[src/hdl/kts_pkg.sv]
`timescale 1ns / 1ps

package kts_pkg;

    // Number of pose components stored with each keyframe.
    localparam int POSE_PARTS = 10;

    // Widths of the shared divider: the dividend carries a 33-bit time
    // difference shifted up by 16 bits, and the divisor a 33-bit span.
    localparam int DIV_DVD_W = 49;
    localparam int DIV_DVS_W = 33;

    localparam logic [2:0] KIND_TICK   = 3'd0;
    localparam logic [2:0] KIND_PLAY   = 3'd1;
    localparam logic [2:0] KIND_PAUSE  = 3'd2;
    localparam logic [2:0] KIND_STOP   = 3'd3;
    localparam logic [2:0] KIND_LOAD   = 3'd4;
    localparam logic [2:0] KIND_SAMPLE = 3'd5;

    localparam logic [3:0] CFG_DURATION = 4'd0;
    localparam logic [3:0] CFG_SPEED    = 4'd1;
    localparam logic [3:0] CFG_LOOP     = 4'd2;
    localparam logic [3:0] CFG_COUNT    = 4'd3;

    localparam logic [15:0] SPEED_RESET = 16'd256;

    typedef struct packed {
        logic [2:0]         kind;
        logic [30:0]        delta_time;
        logic [5:0]         key_slot;
        logic [3:0]         key_part;
        logic signed [31:0] key_value;
    } in_item_t;

    typedef struct packed {
        logic               status;
        logic [30:0]        current_time;
        logic               is_running;
        logic [3:0]         part_index;
        logic signed [31:0] part_value;
        logic               last;
    } out_item_t;

    typedef enum logic [4:0] {
        OP_NONE,
        OP_CAPTURE,
        OP_TICK_MUL,
        OP_TICK_ADD,
        OP_TICK_CLAMP,
        OP_MOD_START,
        OP_MOD_STORE,
        OP_PLAY,
        OP_PAUSE,
        OP_STOP,
        OP_LOAD,
        OP_RD_K0,
        OP_RD_KN,
        OP_HOLD_FIRST,
        OP_HOLD_LAST,
        OP_SCAN_START,
        OP_SCAN_NEXT,
        OP_ALPHA_START,
        OP_RD_PA,
        OP_RD_PB,
        OP_LERP_MUL,
        OP_EMIT_OK,
        OP_EMIT_ERR,
        OP_EMIT_PART
    } dp_op_t;

    typedef enum logic [3:0] {
        ST_IDLE,
        ST_DECODE,
        ST_TADD,
        ST_TSEL,
        ST_MOD,
        ST_CHK0,
        ST_CHKN,
        ST_SCAN,
        ST_DIV,
        ST_PA,
        ST_PB,
        ST_PM,
        ST_PE,
        ST_EMIT_OK,
        ST_EMIT_ERR
    } ctrl_state_t;

    typedef struct packed {
        logic [2:0] kind;
        logic       speed_zero;
        logic       playing;
        logic       dur_zero;
        logic       loop_en;
        logic       count_zero;
        logic       t_le_rd;
        logic       t_ge_rd;
        logic       div_busy;
        logic       j_last;
        logic       out_free;
    } dp_status_t;

endpackage

[src/hdl/kts_ctrl.sv]
`timescale 1ns / 1ps

module kts_ctrl (
    input  logic                 clk,
    input  logic                 rst_n,
    input  logic                 in_valid,
    output logic                 idle,
    input  kts_pkg::dp_status_t  stat,
    output kts_pkg::dp_op_t      op
);

    import kts_pkg::*;

    ctrl_state_t state_reg;
    ctrl_state_t state_next;

    always_ff @(posedge clk or negedge rst_n)
    begin
        if (!rst_n)
        begin
            state_reg <= ST_IDLE;
        end
        else
        begin
            state_reg <= state_next;
        end
    end

    always_comb
    begin
        state_next = state_reg;
        op         = OP_NONE;
        case (state_reg)
            ST_IDLE:
            begin
                if (in_valid)
                begin
                    op         = OP_CAPTURE;
                    state_next = ST_DECODE;
                end
            end
            ST_DECODE:
            begin
                case (stat.kind)
                    KIND_TICK:
                    begin
                        if (stat.speed_zero)
                        begin
                            state_next = ST_EMIT_ERR;
                        end
                        else if (!stat.playing)
                        begin
                            state_next = ST_EMIT_OK;
                        end
                        else if (stat.dur_zero)
                        begin
                            op         = OP_STOP;
                            state_next = ST_EMIT_OK;
                        end
                        else
                        begin
                            op         = OP_TICK_MUL;
                            state_next = ST_TADD;
                        end
                    end
                    KIND_PLAY:
                    begin
                        op         = OP_PLAY;
                        state_next = ST_EMIT_OK;
                    end
                    KIND_PAUSE:
                    begin
                        op         = OP_PAUSE;
                        state_next = ST_EMIT_OK;
                    end
                    KIND_STOP:
                    begin
                        op         = OP_STOP;
                        state_next = ST_EMIT_OK;
                    end
                    KIND_LOAD:
                    begin
                        op         = OP_LOAD;
                        state_next = ST_EMIT_OK;
                    end
                    KIND_SAMPLE:
                    begin
                        if (stat.count_zero)
                        begin
                            state_next = ST_EMIT_ERR;
                        end
                        else
                        begin
                            op         = OP_RD_K0;
                            state_next = ST_CHK0;
                        end
                    end
                    default: state_next = ST_EMIT_ERR;
                endcase
            end
            ST_TADD:
            begin
                op         = OP_TICK_ADD;
                state_next = ST_TSEL;
            end
            ST_TSEL:
            begin
                if (stat.loop_en)
                begin
                    op         = OP_MOD_START;
                    state_next = ST_MOD;
                end
                else
                begin
                    op         = OP_TICK_CLAMP;
                    state_next = ST_EMIT_OK;
                end
            end
            ST_MOD:
            begin
                if (!stat.div_busy)
                begin
                    op         = OP_MOD_STORE;
                    state_next = ST_EMIT_OK;
                end
            end
            ST_CHK0:
            begin
                if (stat.t_le_rd)
                begin
                    op         = OP_HOLD_FIRST;
                    state_next = ST_PA;
                end
                else
                begin
                    op         = OP_RD_KN;
                    state_next = ST_CHKN;
                end
            end
            ST_CHKN:
            begin
                if (stat.t_ge_rd)
                begin
                    op         = OP_HOLD_LAST;
                    state_next = ST_PA;
                end
                else
                begin
                    op         = OP_SCAN_START;
                    state_next = ST_SCAN;
                end
            end
            ST_SCAN:
            begin
                if (stat.t_le_rd)
                begin
                    op         = OP_ALPHA_START;
                    state_next = ST_DIV;
                end
                else
                begin
                    op = OP_SCAN_NEXT;
                end
            end
            ST_DIV:
            begin
                if (!stat.div_busy)
                begin
                    state_next = ST_PA;
                end
            end
            ST_PA:
            begin
                op         = OP_RD_PA;
                state_next = ST_PB;
            end
            ST_PB:
            begin
                op         = OP_RD_PB;
                state_next = ST_PM;
            end
            ST_PM:
            begin
                op         = OP_LERP_MUL;
                state_next = ST_PE;
            end
            ST_PE:
            begin
                if (stat.out_free)
                begin
                    op         = OP_EMIT_PART;
                    state_next = stat.j_last ? ST_IDLE : ST_PA;
                end
            end
            ST_EMIT_OK:
            begin
                if (stat.out_free)
                begin
                    op         = OP_EMIT_OK;
                    state_next = ST_IDLE;
                end
            end
            ST_EMIT_ERR:
            begin
                if (stat.out_free)
                begin
                    op         = OP_EMIT_ERR;
                    state_next = ST_IDLE;
                end
            end
            default: state_next = ST_IDLE;
        endcase
    end

    assign idle = (state_reg == ST_IDLE);

endmodule

[config.mk]
export PLATFORM = sky130hd
export DESIGN_NAME = kts_ctrl
export DESIGN_NICKNAME = d
export VERILOG_FILES = /design/src/hdl/kts_pkg.sv /design/src/hdl/kts_ctrl.sv
export SDC_FILE = /design/constraint.sdc
export NUM_CORES = 1
export LEC_CHECK = 0
export BUFFER_PORTS_ARGS = -buffer_cell sky130_fd_sc_hd__buf_2
export CORE_UTILIZATION = 50
export CTS_CLUSTER_DIAMETER = 80
export DETAILED_ROUTE_END_ITERATION = 16
export GPL_ROUTABILITY_DRIVEN = 0
export PLACE_DENSITY_LB_ADDON = 0.05
export SYNTH_ARGS = -nofsm -noshare
export SYNTH_HDL_FRONTEND = slang
export SYNTH_SLANG_ARGS = --single-unit
[constraint.sdc]
create_clock -name clk -period 3.3 [get_ports clk]
set_input_delay 0.66 -clock clk [delete_from_list [all_inputs] [get_ports clk]]
set_output_delay 0.66 -clock clk [all_outputs]
set_load 0.05 [all_outputs]
==> impl_metrics.ini <==
[power_and_ir_drop]
ir_drop_uv = 642
pwr-share-seq_pct = 19.2
p_int_mw = 0.352
power_density_nw_per_um2 = 1090
p_switching_mw = 0.566
p_leak_nw = 0.368
pwr-share-comb_pct = 74.4
p_clk_share_pct = 6.4
swShare_pct = 61.7

[die]
start_util_pct = 55.3
die_w_um = 40.4
die_h_um = 40.4
core_area_sq_um = 1330
num_rows = 13
die_area_sq_um = 1630
ios = 22

[clock_network]
postCtsSetupRepairBufs = 0
htreeDepth = 1
cts_hold_buf = 0
tritoncts = done
cts_buffer_depth = 2
root_buffer = clkbuf_4
cts_buffers = 3
clkSinkCount = 4
worstSkewPairLatency_ns = 0.23
cts-resized-gates = 0
clk_pin_slew_ns = 0.04

[route]
drt_iter0_drc = 23
drc = 0
final_antenna_net_count = 0
via_per_inst = 6.02
drtPass1Iterations = 4
vias = 849
drt_wl_total_um = 1780
wl_per_cell_um = 12.6

[timing]
fin_crit_ns = 2.68
tns_ns = 0
worst_pin_slew_ns = 0.762
slew_headroom_pct = 49.2
fmax_mhz = 373
finalCritPeriodShare_pct = 81.3
clock_skew_ns = 0.00265
setup-violations-final = 0
rsz0062_at_grt = false
worst_slack_ns = 0.618
maxSlewViolCount = 0
hold_viol = 0

[yosys]
ys_seq_area_share_pct = 13.6
synth_area_leaders = dfrtp_1 (14%), nor2_1 (5.6%), a21oi_1 (5.4%), o21ai_0 (5.4%), nand2_1 (4.6%)
yosys_warnings = 0
yosysUniqueCellTypes = 41
synthArstFlopShare_pct = 100
synth_fp_nets = 124
yosysTopAreaCell = dfrtp_1
ys_ff_latch = 4
syn-cell-area_sq_um = 737
synthFlopType = dfrtp_1
syn_avg_cell_area_sq_um = 6.82
synth_top_area_share_pct = 13.6
syn_inst = 108
synth-edff-count = 0

[cells_and_area]
syn_to_final_growth_pct = 14.1
nNetsFinal = 144
final_cell_mix = buf_2 (21), nor2_1 (11), nand2_1 (9)
largest_register_ff_count = 4
stdcell_count = 141
design_area_sq_um = 841
n_antenna_cell = 0
layout_commonest_cell = buf_2
drive_gt1_share_pct = 27.0

[placement]
dp.cells = 138
place_area_sq_um = 818
dpl_worst_slack_ns = 0.838
numPortBuffers = 21
hpwl_um = 1320

[status]
status = finished, final reports clean

[setup_path]
critPathMaxStageDelay_ns = 0.80
critPathKind = flip-flop to primary output
cp-end-kind = primary output
cp_cell_sequence = or2b_1 > a32oi_1 > o22a_1 > o31ai_1 > buf_2
critPathRequiredTime_ns = 2.64
cp-start-kind = flip-flop
worstPathArrival_ns = 2.02
path_max_fanout = 22
slowest_stage = dfrtp_1

[min_path]
hp-class = input port to async pin

[global_routing]
grt_pass1_vias = 634
antenna_found_initial = 0
grt_pass1_wl_um = 2750
grt_max_degree = 24
grt_usage_pct = 24.3
gr-total-overflow = 0

[job]
drv_cap = 0
==> final cells by class <==
| class | instances | area (sq um) |
|---|---|---|
| Multi-Input combinational cell | 91 | 561 |
| Timing Repair Buffer | 23 | 120 |
| Sequential cell | 4 | 100 |
| Tap cell | 15 | 18.8 |
| Inverter | 5 | 18.8 |
| Fill cell | 133 | 493 |
| Clock buffer | 3 | 22.5 |
==> power groups by stage <==
stage               clock, mW  combinational (mW)  sequential, mW
floorplan                   0               0.663          0.0908
global placement            0               0.679           0.171
detailed placement          0               0.680           0.174
CTS                    0.0608               0.682           0.173
global route           0.0678               0.745           0.184
finish                 0.0591               0.683           0.176
==> metrics by stage <==
step / hold WS [ns] / power, mW / util [%]
floorplan: 0.364 / 0.753 / -
global placement: 0.465 / 0.850 / 61.4
detailed placement: 0.466 / 0.854 / 61.4
CTS: 0.221 / 0.916 / 63.0
global route: 0.210 / 0.997 / 63.0
finish: 0.223 / 0.918 / 63.0
==> metal layers <==
metal / vias up / global-route usage (%) / routed length (um)
met4: 0 / 5.00 / 0
met1: 379 / 35.5 / 901
met2: 25 / 37.3 / 809
li1: 445 / - / -
met5: - / 0 / 0
met3: 0 / 3.33 / 69
==> logic make-up (layout without fill, tap and decap cells) <==
kind of cell,Yosys count,after routing,synth area share (%)
compound gates,42,42,38.4
buf+inv,13,31,10.4
flops,4,4,13.6
simple gates,48,48,36.5
xor+xnor,1,1,1.19
==> synthesized netlist by cell type (all sizes together) (2+ instances only) <==
cell type,number
a21oi,9
a31oi,2
nand3b,2
o211ai,4
o31ai,2
a22o,2
nand2b,5
nor3,4
dfrtp,4
nand2,10
nor4,2
nand3,4
inv,5
nor2b,3
o21ai,14
buf,8
nor2,12
==> final timing paths <==
check	startpoint	endpoint	slack, ns	depth (start not counted)
worst min register to register	state_reg[1]	state_reg[1]	0.79	3
min in group clk	state_reg[1]	state_reg[1]	0.79	3
worst max-delay path	state_reg[3]	op[1]	0.62	5
max in group asynchronous	rst_n	state_reg[1]	2.96	1
worst max register to register	state_reg[2]	state_reg[3]	1.51	5
worst min-delay path	rst_n	state_reg[0]	0.22	1
==> critical path: cells and delay by family, from the launching register on <==
kind,cells,cell delay (ns)
buffers and inverters,1,0.21
flip-flops,1,0.80
AO/OA/AOI/OAI,3,0.47
AND/OR/NAND/NOR,1,0.30
(Power assumes the default switching activity.)
